$ cat src/design/fks_pkg.sv
`timescale 1ns / 1ps
// fks_pkg: widths, constants, command/status types and hash helpers for the
// FNV-1a key shard selector. No dependencies.
package fks_pkg;

    localparam int unsigned HASH_W         = 64;
    localparam int unsigned BYTE_W         = 8;
    localparam int unsigned CFG_W          = 11;
    localparam int unsigned IDX_W          = 10;
    localparam int unsigned MAX_SHARDS_DEF = 1024;

    // remainder unit: bits of the dividend consumed per cycle
    localparam int unsigned MOD_BITS  = 4;
    localparam int unsigned MOD_STEPS = HASH_W / MOD_BITS;
    localparam int unsigned MOD_CNT_W = $clog2(MOD_STEPS);

    localparam logic [HASH_W-1:0] FNV_BASIS = 64'hCBF2_9CE4_8422_2325;
    localparam logic [BYTE_W-1:0] HYPHEN    = 8'h2D;
    localparam logic [BYTE_W-1:0] UPPER_A   = 8'h41;
    localparam logic [BYTE_W-1:0] UPPER_Z   = 8'h5A;
    localparam logic [BYTE_W-1:0] CASE_OFS  = 8'h20;

    typedef struct packed {
        logic take_item;
        logic load_div;
        logic step_div;
        logic load_out;
    } fks_cmd_t;

    typedef struct packed {
        logic out_free;
    } fks_sts_t;

    function automatic logic [BYTE_W-1:0] fold_lower(input logic [BYTE_W-1:0] b);
        logic [BYTE_W-1:0] r;
        r = b;
        if (b >= UPPER_A && b <= UPPER_Z)
        begin
            r = b + CASE_OFS;
        end
        return r;
    endfunction

    // prime 0x100000001B3 = 2^40 + 2^8 + 2^7 + 2^5 + 2^4 + 2^1 + 2^0
    function automatic logic [HASH_W-1:0] fnv_step(input logic [HASH_W-1:0] h,
                                                   input logic [BYTE_W-1:0] b);
        logic [HASH_W-1:0] x;
        x = h ^ {{(HASH_W-BYTE_W){1'b0}}, fold_lower(b)};
        return (x << 40) + (x << 8) + (x << 7) + (x << 5) + (x << 4) + (x << 1) + x;
    endfunction

endpackage

$ cat src/design/fks_if.sv
`timescale 1ns / 1ps
// fks_key_if and fks_shard_if: valid/ready channels for key bytes and results.
// Depends on fks_pkg.
interface fks_key_if;
    import fks_pkg::*;

    logic              valid;
    logic              ready;
    logic [BYTE_W-1:0] key_byte;
    logic              has_byte;
    logic              key_end;

    modport source (output valid, output key_byte, output has_byte, output key_end,
                    input ready);
    modport sink   (input valid, input key_byte, input has_byte, input key_end,
                    output ready);
endinterface

interface fks_shard_if;
    import fks_pkg::*;

    logic              valid;
    logic              ready;
    logic [IDX_W-1:0]  shard_index;
    logic [HASH_W-1:0] key_hash;

    modport source (output valid, output shard_index, output key_hash, input ready);
    modport sink   (input valid, input shard_index, input key_hash, output ready);
endinterface

$ cat src/design/fks_ctrl.sv
`timescale 1ns / 1ps
// fks_ctrl: sequencer for byte intake, the remainder unit and result loading.
// Depends on fks_pkg.
module fks_ctrl
(
    input  logic              clk,
    input  logic              rst_n,
    input  logic              in_valid,
    input  logic              in_end,
    output logic              in_ready,
    input  fks_pkg::fks_sts_t sts,
    output fks_pkg::fks_cmd_t cmd
);
    import fks_pkg::*;

    typedef enum logic [1:0] {
        ACCUM,
        DIVIDE,
        DELIVER
    } state_t;

    state_t               state_reg, state_next;
    logic                 ready_reg, ready_next;
    logic [MOD_CNT_W-1:0] cnt_reg, cnt_next;
    logic                 take;

    assign take     = ready_reg && in_valid;
    assign in_ready = ready_reg;

    always_comb
    begin
        state_next   = state_reg;
        ready_next   = ready_reg;
        cnt_next     = cnt_reg;
        cmd          = '0;
        cmd.take_item = take;
        case (state_reg)
            ACCUM:
            begin
                if (take && in_end)
                begin
                    cmd.load_div = 1'b1;
                    state_next   = DIVIDE;
                    ready_next   = 1'b0;
                    cnt_next     = '0;
                end
            end
            DIVIDE:
            begin
                cmd.step_div = 1'b1;
                cnt_next     = cnt_reg + 1'b1;
                if (cnt_reg == MOD_CNT_W'(MOD_STEPS - 1))
                begin
                    state_next = DELIVER;
                end
            end
            DELIVER:
            begin
                if (sts.out_free)
                begin
                    cmd.load_out = 1'b1;
                    state_next   = ACCUM;
                    ready_next   = 1'b1;
                end
            end
            default:
            begin
                state_next = ACCUM;
                ready_next = 1'b1;
            end
        endcase
    end

    always_ff @(posedge clk or negedge rst_n)
    begin
        if (!rst_n)
        begin
            state_reg <= ACCUM;
            ready_reg <= 1'b1;
            cnt_reg   <= '0;
        end
        else
        begin
            state_reg <= state_next;
            ready_reg <= ready_next;
            cnt_reg   <= cnt_next;
        end
    end

`ifndef ASSERT_OFF
    a_ready_only_accum: assert property (@(posedge clk) disable iff (!rst_n)
        ready_reg |-> state_reg == ACCUM)
        else $error("ready outside ACCUM");

    a_last_starts_divide: assert property (@(posedge clk) disable iff (!rst_n)
        take && in_end |=> state_reg == DIVIDE && cnt_reg == '0 && !ready_reg)
        else $error("last item did not start remainder");

    a_load_when_free: assert property (@(posedge clk) disable iff (!rst_n)
        cmd.load_out |-> sts.out_free)
        else $error("result loaded over a pending one");
`endif

endmodule

$ cat src/design/fks_datapath.sv
`timescale 1ns / 1ps
// fks_datapath: running FNV-1a hash, shard count register, 4-bit/cycle
// remainder unit and result register. Depends on fks_pkg.
module fks_datapath
#(
    parameter int unsigned MAX_SHARDS = fks_pkg::MAX_SHARDS_DEF
)
(
    input  logic                        clk,
    input  logic                        rst_n,
    input  fks_pkg::fks_cmd_t           cmd,
    output fks_pkg::fks_sts_t           sts,
    input  logic [fks_pkg::BYTE_W-1:0]  key_byte,
    input  logic                        has_byte,
    input  logic                        key_end,
    input  logic                        cfg_we,
    input  logic [fks_pkg::CFG_W-1:0]   cfg_wdata,
    input  logic                        out_ready,
    output logic                        out_valid,
    output logic [fks_pkg::IDX_W-1:0]   shard_index,
    output logic [fks_pkg::HASH_W-1:0]  key_hash
);
    import fks_pkg::*;

    logic [HASH_W-1:0] hash_reg;
    logic [HASH_W-1:0] hash_new;
    logic [HASH_W-1:0] hold_reg;
    logic [HASH_W-1:0] div_reg;
    logic [CFG_W-1:0]  rem_reg, rem_next;
    logic [CFG_W-1:0]  count_reg;
    logic              out_valid_reg, out_valid_next;
    logic [IDX_W-1:0]  idx_reg;
    logic [HASH_W-1:0] out_hash_reg;

    assign hash_new = (has_byte && key_byte != HYPHEN) ? fnv_step(hash_reg, key_byte)
                                                       : hash_reg;

    always_comb
    begin
        logic [CFG_W:0] t;
        rem_next = rem_reg;
        for (int i = 0; i < MOD_BITS; i++)
        begin
            t = {rem_next, div_reg[HASH_W-1-i]};
            if (t >= {1'b0, count_reg})
            begin
                t = t - {1'b0, count_reg};
            end
            rem_next = t[CFG_W-1:0];
        end
    end

    always_ff @(posedge clk or negedge rst_n)
    begin
        if (!rst_n)
        begin
            hash_reg  <= FNV_BASIS;
            count_reg <= CFG_W'(1);
        end
        else
        begin
            if (cmd.take_item)
            begin
                hash_reg <= key_end ? FNV_BASIS : hash_new;
            end
            if (cfg_we && cfg_wdata != '0)
            begin
                count_reg <= (32'(cfg_wdata) > MAX_SHARDS) ? CFG_W'(MAX_SHARDS) : cfg_wdata;
            end
        end
    end

    always_ff @(posedge clk)
    begin
        if (cmd.load_div)
        begin
            div_reg  <= hash_new;
            hold_reg <= hash_new;
            rem_reg  <= '0;
        end
        else if (cmd.step_div)
        begin
            div_reg <= div_reg << MOD_BITS;
            rem_reg <= rem_next;
        end
        if (cmd.load_out)
        begin
            idx_reg      <= rem_reg[IDX_W-1:0];
            out_hash_reg <= hold_reg;
        end
    end

    always_comb
    begin
        out_valid_next = out_valid_reg;
        if (cmd.load_out)
        begin
            out_valid_next = 1'b1;
        end
        else if (out_valid_reg && out_ready)
        begin
            out_valid_next = 1'b0;
        end
    end

    always_ff @(posedge clk or negedge rst_n)
    begin
        if (!rst_n)
        begin
            out_valid_reg <= 1'b0;
        end
        else
        begin
            out_valid_reg <= out_valid_next;
        end
    end

    assign sts.out_free = !out_valid_reg || out_ready;
    assign out_valid    = out_valid_reg;
    assign shard_index  = idx_reg;
    assign key_hash     = out_hash_reg;

`ifndef ASSERT_OFF
    a_count_nonzero: assert property (@(posedge clk) disable iff (!rst_n)
        count_reg != '0)
        else $error("shard count is zero");

    a_zero_write_ignored: assert property (@(posedge clk) disable iff (!rst_n)
        cfg_we && cfg_wdata == '0 |=> $stable(count_reg))
        else $error("zero shard count write took effect");

    a_result_held: assert property (@(posedge clk) disable iff (!rst_n)
        out_valid_reg && !out_ready |=>
            out_valid_reg && $stable(out_hash_reg) && $stable(idx_reg))
        else $error("stalled result changed");
`endif

endmodule

$ cat src/design/fnv1a_key_shard_selector.sv
`timescale 1ns / 1ps
// fnv1a_key_shard_selector: top level, joins fks_ctrl and fks_datapath.
// Depends on fks_pkg, fks_if, fks_ctrl, fks_datapath.
//
// Usage:
//   key_in carries one key byte per item (key_byte, has_byte, key_end).
//   Bytes are folded to lower case and hashed with 64-bit FNV-1a; a hyphen
//   is skipped, and has_byte = 0 marks an item without a byte.
//   On the item with key_end set, shard_out later carries key_hash and
//   shard_index = key_hash mod the shard count; the hash then restarts.
//   cfg_we/cfg_wdata write the shard count (0 ignored, above MAX_SHARDS clipped);
//   write only while idle.
// Timing:
//   Non-final items: one per cycle, accepted back to back.
//   Final item: the remainder unit consumes 4 dividend bits per cycle, then
//   the result is loaded into the output register and shard_out.valid rises;
//   key_in.ready is low from acceptance until the result is loaded.
//   If shard_out stalls, the result waits in its register; the next key is
//   still accepted, but after its remainder key_in.ready stays low until then.
// Reset: hash returns to the offset basis, shard count to 1, no result held.
module fnv1a_key_shard_selector
#(
    parameter int unsigned MAX_SHARDS = fks_pkg::MAX_SHARDS_DEF
)
(
    input  logic                      clk,
    input  logic                      rst_n,
    fks_key_if.sink                   key_in,
    fks_shard_if.source               shard_out,
    input  logic                      cfg_we,
    input  logic [fks_pkg::CFG_W-1:0] cfg_wdata
);
    import fks_pkg::*;

    fks_cmd_t cmd;
    fks_sts_t sts;

    fks_ctrl u_ctrl
    (
        .clk      (clk),
        .rst_n    (rst_n),
        .in_valid (key_in.valid),
        .in_end   (key_in.key_end),
        .in_ready (key_in.ready),
        .sts      (sts),
        .cmd      (cmd)
    );

    fks_datapath #(
        .MAX_SHARDS (MAX_SHARDS)
    ) u_datapath
    (
        .clk         (clk),
        .rst_n       (rst_n),
        .cmd         (cmd),
        .sts         (sts),
        .key_byte    (key_in.key_byte),
        .has_byte    (key_in.has_byte),
        .key_end     (key_in.key_end),
        .cfg_we      (cfg_we),
        .cfg_wdata   (cfg_wdata),
        .out_ready   (shard_out.ready),
        .out_valid   (shard_out.valid),
        .shard_index (shard_out.shard_index),
        .key_hash    (shard_out.key_hash)
    );

endmodule
$ cat src/flat_wrapper.sv
// flat-port wrapper written by rule: the top's interface ports become plain ports
module fnv1a_key_shard_selector_flat import fks_pkg::*;
#(
    parameter int unsigned MAX_SHARDS = fks_pkg::MAX_SHARDS_DEF
)
  (clk, rst_n, cfg_we, cfg_wdata, key_in_valid, key_in_key_byte, key_in_has_byte, key_in_key_end, key_in_ready, shard_out_valid, shard_out_shard_index, shard_out_key_hash, shard_out_ready);
  fks_key_if key_in_i ();
  fks_shard_if shard_out_i ();
  input  logic clk;
  input  logic rst_n;
  input  logic cfg_we;
  input  logic [fks_pkg::CFG_W-1:0] cfg_wdata;
  input wire logic [$bits(key_in_i.valid)-1:0] key_in_valid;
  input wire logic [$bits(key_in_i.key_byte)-1:0] key_in_key_byte;
  input wire logic [$bits(key_in_i.has_byte)-1:0] key_in_has_byte;
  input wire logic [$bits(key_in_i.key_end)-1:0] key_in_key_end;
  output wire logic [$bits(key_in_i.ready)-1:0] key_in_ready;
  output wire logic [$bits(shard_out_i.valid)-1:0] shard_out_valid;
  output wire logic [$bits(shard_out_i.shard_index)-1:0] shard_out_shard_index;
  output wire logic [$bits(shard_out_i.key_hash)-1:0] shard_out_key_hash;
  input wire logic [$bits(shard_out_i.ready)-1:0] shard_out_ready;
  assign key_in_i.valid = key_in_valid;
  assign key_in_i.key_byte = key_in_key_byte;
  assign key_in_i.has_byte = key_in_has_byte;
  assign key_in_i.key_end = key_in_key_end;
  assign key_in_ready = key_in_i.ready;
  assign shard_out_valid = shard_out_i.valid;
  assign shard_out_shard_index = shard_out_i.shard_index;
  assign shard_out_key_hash = shard_out_i.key_hash;
  assign shard_out_i.ready = shard_out_ready;
  fnv1a_key_shard_selector #(.MAX_SHARDS(MAX_SHARDS)) u_core (.clk(clk), .rst_n(rst_n), .key_in(key_in_i), .shard_out(shard_out_i), .cfg_we(cfg_we), .cfg_wdata(cfg_wdata));
endmodule
$ cat config.mk
export PLATFORM = sky130hd
export DESIGN_NAME = fnv1a_key_shard_selector_flat
export DESIGN_NICKNAME = d
export VERILOG_FILES = /design/src/design/fks_pkg.sv /design/src/design/fks_if.sv /design/src/design/fks_ctrl.sv /design/src/design/fks_datapath.sv /design/src/design/fnv1a_key_shard_selector.sv /design/src/flat_wrapper.sv
export SDC_FILE = /design/constraint.sdc
export NUM_CORES = 1
export LEC_CHECK = 0
export ABC_AREA = 1
export BUFFER_PORTS_ARGS = -buffer_cell sky130_fd_sc_hd__clkbuf_2
export CORE_MARGIN = 4
export CORE_UTILIZATION = 50
export CTS_CLUSTER_DIAMETER = 50
export CTS_CLUSTER_SIZE = 14
export DETAILED_ROUTE_END_ITERATION = 12
export PLACE_DENSITY = 0.69
export RECOVER_POWER = 100
export SLEW_MARGIN = 20
export SYNTH_ARGS = -nofsm -noshare
export SYNTH_HDL_FRONTEND = slang
export SYNTH_SLANG_ARGS = --single-unit
$ cat constraint.sdc
create_clock -name clk -period 6.6 [get_ports clk]
set_input_delay 0 -clock clk [delete_from_list [all_inputs] [get_ports clk]]
set_output_delay 0 -clock clk [all_outputs]
set_load 0.1 [all_outputs]
# After elaboration in Yosys (flattened, before gate mapping)
# Cells that the tools add are included.
[word_totals] out_inout_bits=76 ff_bits=296 input_bits=26 wordCells=81
[classes] n_lt_le_gt_ge=7 reduce_logical=16 n_mux=26 n_eq_ne=7 n_bitwise=2 add_sub_neg=12
[ops] cell="$add 64x64->64" n=6
[ops] cell="$mux 64" n=4
[ops] cell="$xor 64x8->64" n=1
[ops] cell="$mux 11" n=5
[ops] cell="$ge 12x11->1" n=4
[ops] cell="$sub 11x11->11" n=4
[ops] cell="$gt 11x11->1 const B" n=1
[ops] cell="$reduce_bool 11->1" n=1
[ops] cell="$mux 1" n=9
[ops] cell="$add 8x6->8 const B" n=1
[ops] cell="$ge 8x7->1 const B" n=1
[ops] cell="$le 8x7->1 const B" n=1
[ops] cell="$mux 8" n=1
[ops] cell="$ne 8x6->1 const B" n=1
[ops] cell="$pmux 4 s2" n=1
[ops] cell="$logic_and 1x1->1" n=6
[ops] cell="$mux 2" n=3
[ops] cell="$pmux 2 s3" n=1
[ops] cell="$reduce_and 3->1" n=2
[ops] cell="$reduce_bool 2->1" n=3
[ops] cell="$add 4x1->4 const B" n=1
[ops] cell="$eq 4x4->1 const B" n=1
[ops] cell="$mux 4" n=1
[ops] cell="$ne 2x2->1 const B" n=2
[ops] cell="other kinds (9)" n=9

# Depth between registers and ports, before layout
# Gate-level depths: netlist (run 1).
[logic_depth] ltp_word=12 depth_mapped=54 depth_no_buf=50

# Modules after synthesis
# A second synthesis (run 1) with hierarchy kept.
[hier_totals] hier_cells=2871 hier_area_um2=25194.2
[modules_own_cells] module="fks_datapath" n_inst=1 area_per_inst_um2=24810.0 cells_per_inst=2819
[modules_own_cells] module="fks_ctrl" n_inst=1 area_per_inst_um2=384.1 cells_per_inst=52

# Least setup slack after synthesis (run 1)
# OpenSTA, ideal clock, no wires.
[synth_path] path_type="flip-flop to flip-flop" from="reg u_core.u_datapath.count_reg[0]" to="reg u_core.u_datapath.rem_reg[2]" path_stages_with_launch=50 n_path_buf=6 setup_slack_ns=-0.003 t_arrival_ns=6.489 synth_period_minus_slack_ns=6.603 t_required_ns=6.487 cell_sequence="dfstp_2 -> ha_1 -> fa_1 -> inv_1 -> nand3_1 -> nand3_1 -> nand2_1 -> nand4_2 -> buf_2 -> o21ai_0 -> inv_1 -> ha_1 -> buf_2 -> nand2_1 -> nor2_1 -> nand3_1 -> nand4_1 -> nand2_1 -> (+14 left out) -> nor2_4 -> buf_6 -> nand2_1 -> nand2_1 -> inv_1 -> ha_1 -> nand2_1 -> o21ai_1 -> a21oi_1 -> o31ai_1 -> nand2_1 -> nand3_1 -> inv_1 -> nand3_2 -> buf_6 -> nand2_1 -> nand3_1 -> nand2_1"
[synth_between] elab_chain_len=8 elab_cells_between_ends=12
[synth_rtl] item="start, declared" line_no="fks_datapath.sv:30" text="logic [CFG_W-1:0] count_reg;"
[synth_rtl] item="start signal, assigned" line_no="fks_datapath.sv:68" text="count_reg <= (32'(cfg_wdata) > MAX_SHARDS) ? CFG_W'(MAX_SHARDS) : cfg_wdata;"
[synth_rtl] item="$sub 11x11->11 or $ge 12x11->1 (tied branches)" line_no="fks_datapath.sv:47, fks_datapath.sv:45"
[synth_rtl] item="$mux 11" line_no="fks_datapath.sv:45" text="if (t >= {1'b0, count_reg})"
[synth_rtl] item="$sub 11x11->11 or $ge 12x11->1 (tied branches)" line_no="fks_datapath.sv:47, fks_datapath.sv:45"
[synth_rtl] item="$mux 11" line_no="fks_datapath.sv:45"
[synth_rtl] item="$ge 12x11->1 or $sub 11x11->11 (tied branches)" line_no="fks_datapath.sv:45, fks_datapath.sv:47"
[synth_rtl] item="$mux 11" line_no="fks_datapath.sv:45"
[synth_rtl] item="$sub 11x11->11 or $ge 12x11->1 (tied branches)" line_no="fks_datapath.sv:47, fks_datapath.sv:45"
[synth_rtl] item="$mux 11 *" line_no="fks_datapath.sv:45"
[synth_rtl] item="end signal, assigned" line_no="fks_datapath.sv:84" text="rem_reg <= rem_next;"
[synth_rtl] item="end, declared" line_no="fks_datapath.sv:29" text="logic [CFG_W-1:0] rem_reg, rem_next;"
# Mark *: on every way between the ends. The rest lies on a longest branch, timed or not.
# A chain may end at the register's enable or synchronous reset.

# Worst setup path after layout (run 1)
[layout_path] from="reg u_core.u_datapath.div_reg[63]" to="reg u_core.u_datapath.rem_reg[7]"
[layout_between] elab_chain_len=8 elab_cells_between_ends=12
[layout_rtl] item="start, declared" line_no="fks_datapath.sv:28" text="logic [HASH_W-1:0] div_reg;"
[layout_rtl] item="start signal, assigned" line_no="fks_datapath.sv:77" text="div_reg <= hash_new;"
[layout_rtl] item="start signal, assigned" line_no="fks_datapath.sv:83" text="div_reg <= div_reg << MOD_BITS;"
[layout_rtl] item="$sub 11x11->11 or $ge 12x11->1 (tied branches)" line_no="fks_datapath.sv:47, fks_datapath.sv:45"
[layout_rtl] item="$mux 11 *" line_no="fks_datapath.sv:45"
[layout_rtl] item="$sub 11x11->11 or $ge 12x11->1 (tied branches)" line_no="fks_datapath.sv:47, fks_datapath.sv:45"
[layout_rtl] item="$mux 11 *" line_no="fks_datapath.sv:45"
[layout_rtl] item="$sub 11x11->11 or $ge 12x11->1 (tied branches)" line_no="fks_datapath.sv:47, fks_datapath.sv:45"
[layout_rtl] item="$mux 11 *" line_no="fks_datapath.sv:45"
[layout_rtl] item="$sub 11x11->11 or $ge 12x11->1 (tied branches)" line_no="fks_datapath.sv:47, fks_datapath.sv:45"
[layout_rtl] item="$mux 11 *" line_no="fks_datapath.sv:45"
# Marks and branches as above.

==> run summary, run 1 <==
=========================================================================================
Proportion of register bits with asynchronous set or reset after synthesis         28.04%
Share of synthesized area occupied by flip-flops and latches                       33.96%
Width of the chip                                                                230.4 µm
Fill cells                                                                           4330
Number of standard-cell rows in the floorplan                                          81
Most frequently used flop master after synthesis                             sky130_fd_sc_hd__edfxtp_1
Area growth, synth to finish                                                       17.66%
Weighted congestion reported at the end of routability-driven placement            0.9968
DR vias/cell                                                                        5.485
Critical Path Most Common Cell                                               sky130_fd_sc_hd__nand2_1
Crit end category                                                               flip-flop
Reg clk slew, reported paths                                                        60 ps
Number of enable-type register cells in the synthesized netlist                       202
Crit path launch type                                                           flip-flop
Initial Util                                                                       50.53%
Drt pass-1 iters                                                                        6
Max-slew violation total from the final report                                        330
Worst-margin pin slew                                                             4185 ps
Register bit total from synthesis                                                     296
Largest net degree at the start of global routing                                      78
Max Fanout on Critical Path                                                             8
Path type of the worst setup path                                            flip-flop to flip-flop
Maximum root-to-sink buffer count                                                       3
Utilization after layout                                                           59.46%
Synthesized instance count                                                           2766
Worst min path class                                                         primary input to flip-flop
Floorplan core area                                                           0.04895 mm²
Routed length per instance                                                       21.44 µm
Data required time of the worst path                                              7040 ps
Clock period minus worst slack                                                    6431 ps
DIE AREA                                                                      0.05309 mm²
Max Freq                                                                        155.5 MHz
Violations in the final reports                                              max-capacitance violations, max-slew violations
Clock tree sinks                                                                      296
Distinct cells, synth                                                                  54
Cts bufs inserted                                                                      36
Final setup skew                                                                 22.05 ps
Post-Route Hold Slack                                                            43.64 ps
Max transition margin                                                             -179.0%
Number of buffer and inverter stages on the critical path                              10
Number of antenna-violating nets in the routed design                                   0
First DRT Iteration DRCs                                                             1671
Antenna violations before repair                                                        2
CP arrival                                                                        6870 ps
Instance count on the critical path                                                    45
Final #Nets                                                                          3490
Number of remaining DRC errors                                                          0
Yosys synthesis warning count                                                           0
Die Span Y                                                                       230.4 µm
Worst stage delay on the critical path                                             400 ps
Post-route clock period utilization                                                97.43%
Worst reg-to-reg setup slack                                                       170 ps
Worst hold path stage count                                                             5
Cell with the largest stage delay on the worst path                          sky130_fd_sc_hd__fa_2
Diode count                                                                             0
Grt total ovfl                                                                          0
Max-cap violation count                                                                 7
Vias in the first global route                                                      21034
Clock latency reported for the late side of the worst-skew pair                    560 ps
Syn_nets                                                                             3199
Overall Global Routing Usage                                                       30.55%
Total half-perimeter wirelength after legalization and detailed placement        64350 µm
Outcome                                                                      finished, violations left
DR vias                                                                             20563
Total Wirelength                                                                 80360 µm
Top-level port count                                                                  102
Final hold violation count                                                              0
Share of cells above drive strength 1                                              13.39%
First-pass GRT wire length                                                      123800 µm
Syn avg cell area                                                               8.943 µm²
Mapped cell area                                                              0.02473 mm²
Quantity of I/O buffers inserted on ports                                             101
Final Setup Violations                                                                  0
CTS tree                                                                             done
H-tree levels                                                                           2
Category of cells accounting for the largest share of critical-path delay    simple AND/OR/NAND/NOR gates
Root Buffer Master                                                           sky130_fd_sc_hd__clkbuf_16
Number of cell instances on the worst register-to-register path                        45
=========================================================================================
-- area by class of cell --
class / instances / area, µm² / area share, %
Tap cell: 664 / 830.8 / 2.855
Clock inverter: 21 / 251.5 / 0.8641
Sequential cell: 296 / 8401 / 28.86
Clock buffer: 45 / 954.7 / 3.280
Inverter: 487 / 1828 / 6.281
Timing Repair Buffer: 299 / 1901 / 6.530
Multi-Input combinational cell: 1937 / 14940 / 51.33
-- cells by family (layout without fill, tap and decap cells) --
logic type / Yosys count / in the layout / share of synthesized area (%)
xor gates and xnor gates: 62 / 62 / 2.195
AOI/OAI and AO/OA: 428 / 429 / 9.692
and+or+nand+nor: 1036 / 1039 / 17.53
DFF: 296 / 296 / 33.96
adders and majority gates: 407 / 407 / 28.33
buffers and inverters: 537 / 852 / 8.291
-- synthesized netlist by cell type (2+ instances only) --
library cell,count,area (µm²)
sky130_fd_sc_hd__xor2_1,36,315.3
sky130_fd_sc_hd__o21ai_1,13,65.06
sky130_fd_sc_hd__inv_1,483,1813
sky130_fd_sc_hd__nand2_1,571,2143
sky130_fd_sc_hd__nor3_1,25,125.1
sky130_fd_sc_hd__buf_1,2,7.510
sky130_fd_sc_hd__nand3b_1,6,45.04
sky130_fd_sc_hd__nand2_2,2,12.51
sky130_fd_sc_hd__a211oi_1,2,15.01
sky130_fd_sc_hd__a21o_1,7,52.55
sky130_fd_sc_hd__o21ai_0,167,835.8
sky130_fd_sc_hd__nand4_1,33,206.5
sky130_fd_sc_hd__ha_1,152,1902
sky130_fd_sc_hd__a21boi_0,4,30.03
sky130_fd_sc_hd__o211ai_1,5,37.54
sky130_fd_sc_hd__o21a_1,7,52.55
sky130_fd_sc_hd__o2111ai_1,2,17.52
sky130_fd_sc_hd__fa_1,255,5105
sky130_fd_sc_hd__xnor2_1,26,227.7
sky130_fd_sc_hd__nor2_1,221,829.6
sky130_fd_sc_hd__buf_6,3,33.78
sky130_fd_sc_hd__or2_0,2,12.51
sky130_fd_sc_hd__inv_2,3,11.26
sky130_fd_sc_hd__buf_2,7,35.03
sky130_fd_sc_hd__clkbuf_1,37,138.9
sky130_fd_sc_hd__a22o_1,5,43.79
sky130_fd_sc_hd__a31oi_1,34,212.7
sky130_fd_sc_hd__edfxtp_1,202,6066
sky130_fd_sc_hd__o21ai_2,3,26.28
sky130_fd_sc_hd__and2_1,3,18.77
sky130_fd_sc_hd__or2_2,22,137.6
sky130_fd_sc_hd__dfxtp_1,11,220.2
sky130_fd_sc_hd__dfrtp_1,53,1326
sky130_fd_sc_hd__o21bai_1,15,112.6
sky130_fd_sc_hd__nand3_2,3,30.03
sky130_fd_sc_hd__o22ai_1,35,219.0
sky130_fd_sc_hd__nor2_2,3,18.77
sky130_fd_sc_hd__nand3_1,136,680.7
sky130_fd_sc_hd__nor4_1,3,18.77
sky130_fd_sc_hd__a21oi_1,122,610.6
sky130_fd_sc_hd__o31ai_1,3,22.52
sky130_fd_sc_hd__dfstp_2,30,788.3
-- worst register-to-register path, delay by kind of cell, from the launching register on --
family / cells / cell delay [ps]
AOI/OAI and AO/OA: 10 / 1480
xor gates and xnor gates: 1 / 110
adders and majority gates: 5 / 1400
buffers and inverters: 10 / 1030
DFF: 1 / 380
and+or+nand+nor: 19 / 1930
-- routing by layer --
layer | share of wire (%) | GRT usage (%)
met5 | 0.012 | 0
met4 | 3.3 | 9.168
met3 | 9.0 | 8.070
met2 | 45 | 46.92
met1 | 43 | 42.98
-- timing repair --
action                                 CTS  global route
resized for setup                       11           127
endpoints found under the hold margin   49             0
hold buffers                            21             0
pin swaps                                0            43
buffers inserted                         1            16
setup endpoints to repair               11            11
cloned                                   3             3
-- cells in the final DEF, fill, tap and decap left out, types with 5 or more instances in the layout --
| master | instances |
|---|---|
| sky130_fd_sc_hd__a21boi_0 | 5 |
| sky130_fd_sc_hd__a21o_1 | 7 |
| sky130_fd_sc_hd__a21oi_1 | 113 |
| sky130_fd_sc_hd__a21oi_2 | 9 |
| sky130_fd_sc_hd__a22o_1 | 5 |
| sky130_fd_sc_hd__a31oi_1 | 33 |
| sky130_fd_sc_hd__buf_4 | 142 |
| sky130_fd_sc_hd__clkbuf_1 | 114 |
| sky130_fd_sc_hd__clkbuf_16 | 38 |
| sky130_fd_sc_hd__clkbuf_2 | 24 |
| sky130_fd_sc_hd__clkinv_8 | 7 |
| sky130_fd_sc_hd__dfrtp_1 | 53 |
| sky130_fd_sc_hd__dfstp_2 | 28 |
| sky130_fd_sc_hd__dfxtp_1 | 11 |
| sky130_fd_sc_hd__dlygate4sd3_1 | 20 |
| sky130_fd_sc_hd__edfxtp_1 | 202 |
| sky130_fd_sc_hd__fa_1 | 252 |
| sky130_fd_sc_hd__ha_1 | 131 |
| sky130_fd_sc_hd__ha_4 | 20 |
| sky130_fd_sc_hd__inv_1 | 469 |
| sky130_fd_sc_hd__inv_2 | 17 |
| sky130_fd_sc_hd__nand2_1 | 540 |
| sky130_fd_sc_hd__nand2_2 | 31 |
| sky130_fd_sc_hd__nand3_1 | 127 |
| sky130_fd_sc_hd__nand3_2 | 10 |
| sky130_fd_sc_hd__nand3b_1 | 6 |
| sky130_fd_sc_hd__nand4_1 | 33 |
| sky130_fd_sc_hd__nor2_1 | 216 |
| sky130_fd_sc_hd__nor2_2 | 5 |
| sky130_fd_sc_hd__nor3_1 | 25 |
| sky130_fd_sc_hd__o211ai_1 | 5 |
| sky130_fd_sc_hd__o21a_1 | 7 |
| sky130_fd_sc_hd__o21ai_0 | 164 |
| sky130_fd_sc_hd__o21ai_1 | 5 |
| sky130_fd_sc_hd__o21ai_2 | 11 |
| sky130_fd_sc_hd__o21bai_1 | 14 |
| sky130_fd_sc_hd__o22ai_1 | 35 |
| sky130_fd_sc_hd__or2_2 | 22 |
| sky130_fd_sc_hd__xnor2_1 | 24 |
| sky130_fd_sc_hd__xor2_1 | 36 |
-- metrics by stage --
stage	setup slack [ps]	setup TNS (ps)	area, µm²	std cells
floorplan	55.59	0	24740	2766
global placement	18.03	0	27070	3639
detailed placement	-245.7	-2438	27070	3639
CTS	6.640	0	28590	3730
global route	-201.4	-1923	29100	3749
finish	169.4	0	29100	3749
-- path summary, 6_finish.rpt --
check	from	end
max	u_core.u_datapath.div_reg[63]$_DFFE_PP_	u_core.u_datapath.rem_reg[7]$_SDFFE_PP0P_
min	cfg_wdata[10]	u_core.u_datapath.count_reg[5]$_DFFE_PN0P_
max reg2reg	u_core.u_datapath.div_reg[63]$_DFFE_PP_	u_core.u_datapath.rem_reg[7]$_SDFFE_PP0P_
min reg2reg	u_core.u_datapath.hold_reg[11]$_DFFE_PP_	u_core.u_datapath.key_hash[11]$_DFFE_PP_
max in group asynchronous	rst_n	u_core.u_datapath.hash_reg[10]$_DFFE_PN0P_
min in group asynchronous	rst_n	u_core.u_datapath.count_reg[0]$_DFFE_PN1P_
Power of run 1 is left out: the tool's default activity adds up to more than one toggle a clock period on the data nets, which glitch-free logic cannot reach.
==> run 2, diff against run 1 <==
--- a/config.mk
+++ b/config.mk
@@ -12,8 +12,9 @@
 export CTS_CLUSTER_DIAMETER = 50
 export CTS_CLUSTER_SIZE = 14
 export DETAILED_ROUTE_END_ITERATION = 12
-export PLACE_DENSITY = 0.69
+export PLACE_DENSITY = 0.67
 export RECOVER_POWER = 100
+export REMOVE_ABC_BUFFERS = 1
 export SLEW_MARGIN = 20
 export SYNTH_ARGS = -nofsm -noshare
 export SYNTH_HDL_FRONTEND = slang
==> constraint.sdc (replaced) <==
create_clock -name clk -period 8.12 [get_ports clk]
set_input_delay 0 -clock clk [delete_from_list [all_inputs] [get_ports clk]]
set_output_delay 0 -clock clk [all_outputs]
set_load 0.1 [all_outputs]
==> run summary, run 2 (synthesized netlist as in run 1, its figures left out) <==
========================================================================================
Outcome                                                                     finished, violations left   unchanged
Violations in the final reports                                             max-capacitance violations, max-slew violations   unchanged
CP arrival                                                                       7770 ps   was 6870 ps
Initial Util                                                                      50.53%   unchanged
Crit end category                                                              flip-flop   unchanged
Largest net degree at the start of global routing                                     75   was 78
Drt pass-1 iters                                                                       7   was 6
Clock period minus worst slack                                                   7529 ps   was 6431 ps
Number of standard-cell rows in the floorplan                                         81   unchanged
First-pass GRT wire length                                                     124900 µm   was 123800 µm
Width of the chip                                                               230.4 µm   unchanged
Routed length per instance                                                      22.84 µm   was 21.44 µm
Total Wirelength                                                                82170 µm   was 80360 µm
Grt total ovfl                                                                         0   unchanged
Launch point of the worst reg-to-reg path                                   u_core.u_datapath.hash_reg[4]$_DFFE_PN0P_   was u_core.u_datapath.div_reg[63]$_DFFE_PP_
Total negative setup slack                                                          0 ps   unchanged
Max-cap violation count                                                                9   was 7
Post-route clock period utilization                                               92.72%   was 97.43%
Max Freq                                                                       132.8 MHz   was 155.5 MHz
DR vias/cell                                                                       5.582   was 5.485
Setup repair after global routing missed its margin                                false
Die Span Y                                                                      230.4 µm   unchanged
Number of antenna-violating nets in the routed design                                  0   unchanged
Overall Global Routing Usage                                                      31.16%   was 30.55%
Maximum root-to-sink buffer count                                                      3   unchanged
First DRT Iteration DRCs                                                            1633   was 1671
Total half-perimeter wirelength after legalization and detailed placement       66310 µm   was 64350 µm
Worst hold path startpoint                                                  key_in_has_byte   was cfg_wdata[10]
Final Setup Violations                                                                 0   unchanged
Max transition margin                                                            -213.9%   was -179.0%
Quantity of I/O buffers inserted on ports                                            101   unchanged
CTS tree                                                                            done   unchanged
Final #Nets                                                                         3341   was 3490
Share of cells above drive strength 1                                             5.898%   was 13.39%
Data required time of the worst path                                             8360 ps   was 7040 ps
Area growth, synth to finish                                                      10.48%   was 17.66%
Number of remaining DRC errors                                                         0   unchanged
Post-Route Hold Slack                                                           184.0 ps   was 43.64 ps
DIE AREA                                                                     0.05309 mm²   unchanged
Critical Path Source                                                        u_core.u_datapath.hash_reg[4]$_DFFE_PN0P_   was u_core.u_datapath.div_reg[63]$_DFFE_PP_
Commonest non-fill, non-tap cells in the layout                             568 x sky130_fd_sc_hd__nand2_1, 482 x sky130_fd_sc_hd__inv_1, 255 x sky130_fd_sc_hd__fa_1   was 540 x sky130_fd_sc_hd__nand2_1, 469 x sky130_fd_sc_hd__inv_1, 252 x sky130_fd_sc_hd__fa_1
Antenna violations before repair                                                       0   was 2
Max-slew violation total from the final report                                       397   was 330
Worst min path class                                                        primary input to flip-flop   unchanged
Floorplan core area                                                          0.04895 mm²   unchanged
Root Buffer Master                                                          sky130_fd_sc_hd__clkbuf_16   unchanged
Clock tree sinks                                                                     296   unchanged
Vias in the first global route                                                     20614   was 21034
Worst-margin pin slew                                                            4708 ps   was 4185 ps
Weighted congestion reported at the end of routability-driven placement            1.027   was 0.9968
Most common cell after layout, fill and taps aside                          sky130_fd_sc_hd__nand2_1   unchanged
Reg clk slew, reported paths                                                       60 ps   about the same
Final hold violation count                                                             0   unchanged
Max Fanout on Critical Path                                                            5   was 8
Crit path launch type                                                          flip-flop   unchanged
Cts bufs inserted                                                                     36   unchanged
Path type of the worst setup path                                           flip-flop to flip-flop   unchanged
H-tree levels                                                                          2   unchanged
Clock latency reported for the late side of the worst-skew pair                   550 ps   was 560 ps
Final setup skew                                                                27.25 ps   was 22.05 ps
DR vias                                                                            20084   was 20563
Top-level port count                                                                 102   unchanged
========================================================================================
==> run 2: cell count changes in the layout (fill, tap and decap cells not counted), moves of 9 or more <==
cell,previous run,this run
sky130_fd_sc_hd__buf_4,142,19
sky130_fd_sc_hd__nand2_1,540,568
sky130_fd_sc_hd__nand2_2,31,5
sky130_fd_sc_hd__ha_1,131,152
sky130_fd_sc_hd__ha_4,20,0
sky130_fd_sc_hd__clkbuf_1,114,99
sky130_fd_sc_hd__inv_2,17,3
sky130_fd_sc_hd__inv_1,469,482
sky130_fd_sc_hd__o21ai_2,11,1
sky130_fd_sc_hd__a21oi_1,113,122
==> run 2: timing repair <==
action / in CTS / in global routing
endpoints found under the setup margin: 0 / 11
hold endpoints to repair: 46 / 0
buffers inserted: 0 / 5
hold buffers: 19 / 0
gates resized for setup: 0 / 11
==> run 2: path summary, 6_finish.rpt <==
path | endpoint | slack, ps | depth (start not counted)
setup / recovery | u_core.u_datapath.div_reg[63]$_DFFE_PP_ | 590 | 27
hold / removal | u_core.u_datapath.hash_reg[55]$_DFFE_PN1P_ | 180 | 6
setup reg to reg | u_core.u_datapath.div_reg[63]$_DFFE_PP_ | 590 | 27
hold reg to reg | u_core.u_datapath.key_hash[57]$_DFFE_PP_ | 420 | 0
max in group asynchronous | u_core.u_datapath.hash_reg[24]$_DFFE_PN0P_ | 2870 | 4
min in group asynchronous | u_core.u_datapath.hash_reg[4]$_DFFE_PN0P_ | 1190 | 3
==> run 2: through the flow <==
step	instances	cell area (µm²)	worst slack, ps	util, %
3_5_place_dp	3508	26070	278.1	53.26
3_3_place_gp	3508	26070	477.7	53.26
2_1_floorplan	2716	24510	-6169	-
5_1_grt	3597	27330	60.15	55.82
4_1_cts	3590	27390	241.0	55.95
6_report	3598	27330	590.9	55.83
==> run 2: area by class of cell <==
type,count,area [µm²]
antenna,1,2.502
timing repair buffer,152,792.0
clock inverter,15,151.4
inverter,487,1829
tap,664,830.8
fill,4510,21620
multi-input combinational,1935,14340
clock buffer,48,977.2
sequential,296,8401
==> run 2: critical path: stages, from the launching register on <==
cell                       delay (ps)
sky130_fd_sc_hd__dfrtp_1          440
sky130_fd_sc_hd__xnor2_1          700
sky130_fd_sc_hd__inv_1            370
sky130_fd_sc_hd__fa_1             580
sky130_fd_sc_hd__inv_1             60
sky130_fd_sc_hd__fa_1             530
sky130_fd_sc_hd__inv_1             40
sky130_fd_sc_hd__ha_1             290
sky130_fd_sc_hd__ha_1             290
sky130_fd_sc_hd__ha_1             250
sky130_fd_sc_hd__inv_1            140
sky130_fd_sc_hd__fa_1             440
sky130_fd_sc_hd__inv_1            140
sky130_fd_sc_hd__nand2_1           60
sky130_fd_sc_hd__o21ai_0          710
sky130_fd_sc_hd__a21boi_0         320
sky130_fd_sc_hd__inv_1            210
sky130_fd_sc_hd__nand2_1           70
sky130_fd_sc_hd__nand2_1          200
sky130_fd_sc_hd__a21oi_1          300
sky130_fd_sc_hd__inv_1            320
sky130_fd_sc_hd__nand3_1          200
sky130_fd_sc_hd__nand2_1          100
sky130_fd_sc_hd__nand2_1           50
sky130_fd_sc_hd__nand3_1           80
sky130_fd_sc_hd__nand2_1           90
sky130_fd_sc_hd__nand2_1           60
sky130_fd_sc_hd__nand2_1          200
==> run 2: routing by layer <==
| metal | wire length, µm | share of wire, % | global-route usage [%] | vias to the layer above |
|---|---|---|---|---|
| met5 | 0 | 0 | 0 | - |
| met4 | 2002 | 2.4 | 6.900 | 0 |
| met3 | 5768 | 7.0 | 6.096 | 113 |
| met2 | 38130 | 46 | 50.93 | 691 |
| met1 | 36270 | 44 | 43.58 | 9993 |
| li1 | - | - | - | 9287 |
Power of run 2 is left out for the same reason.
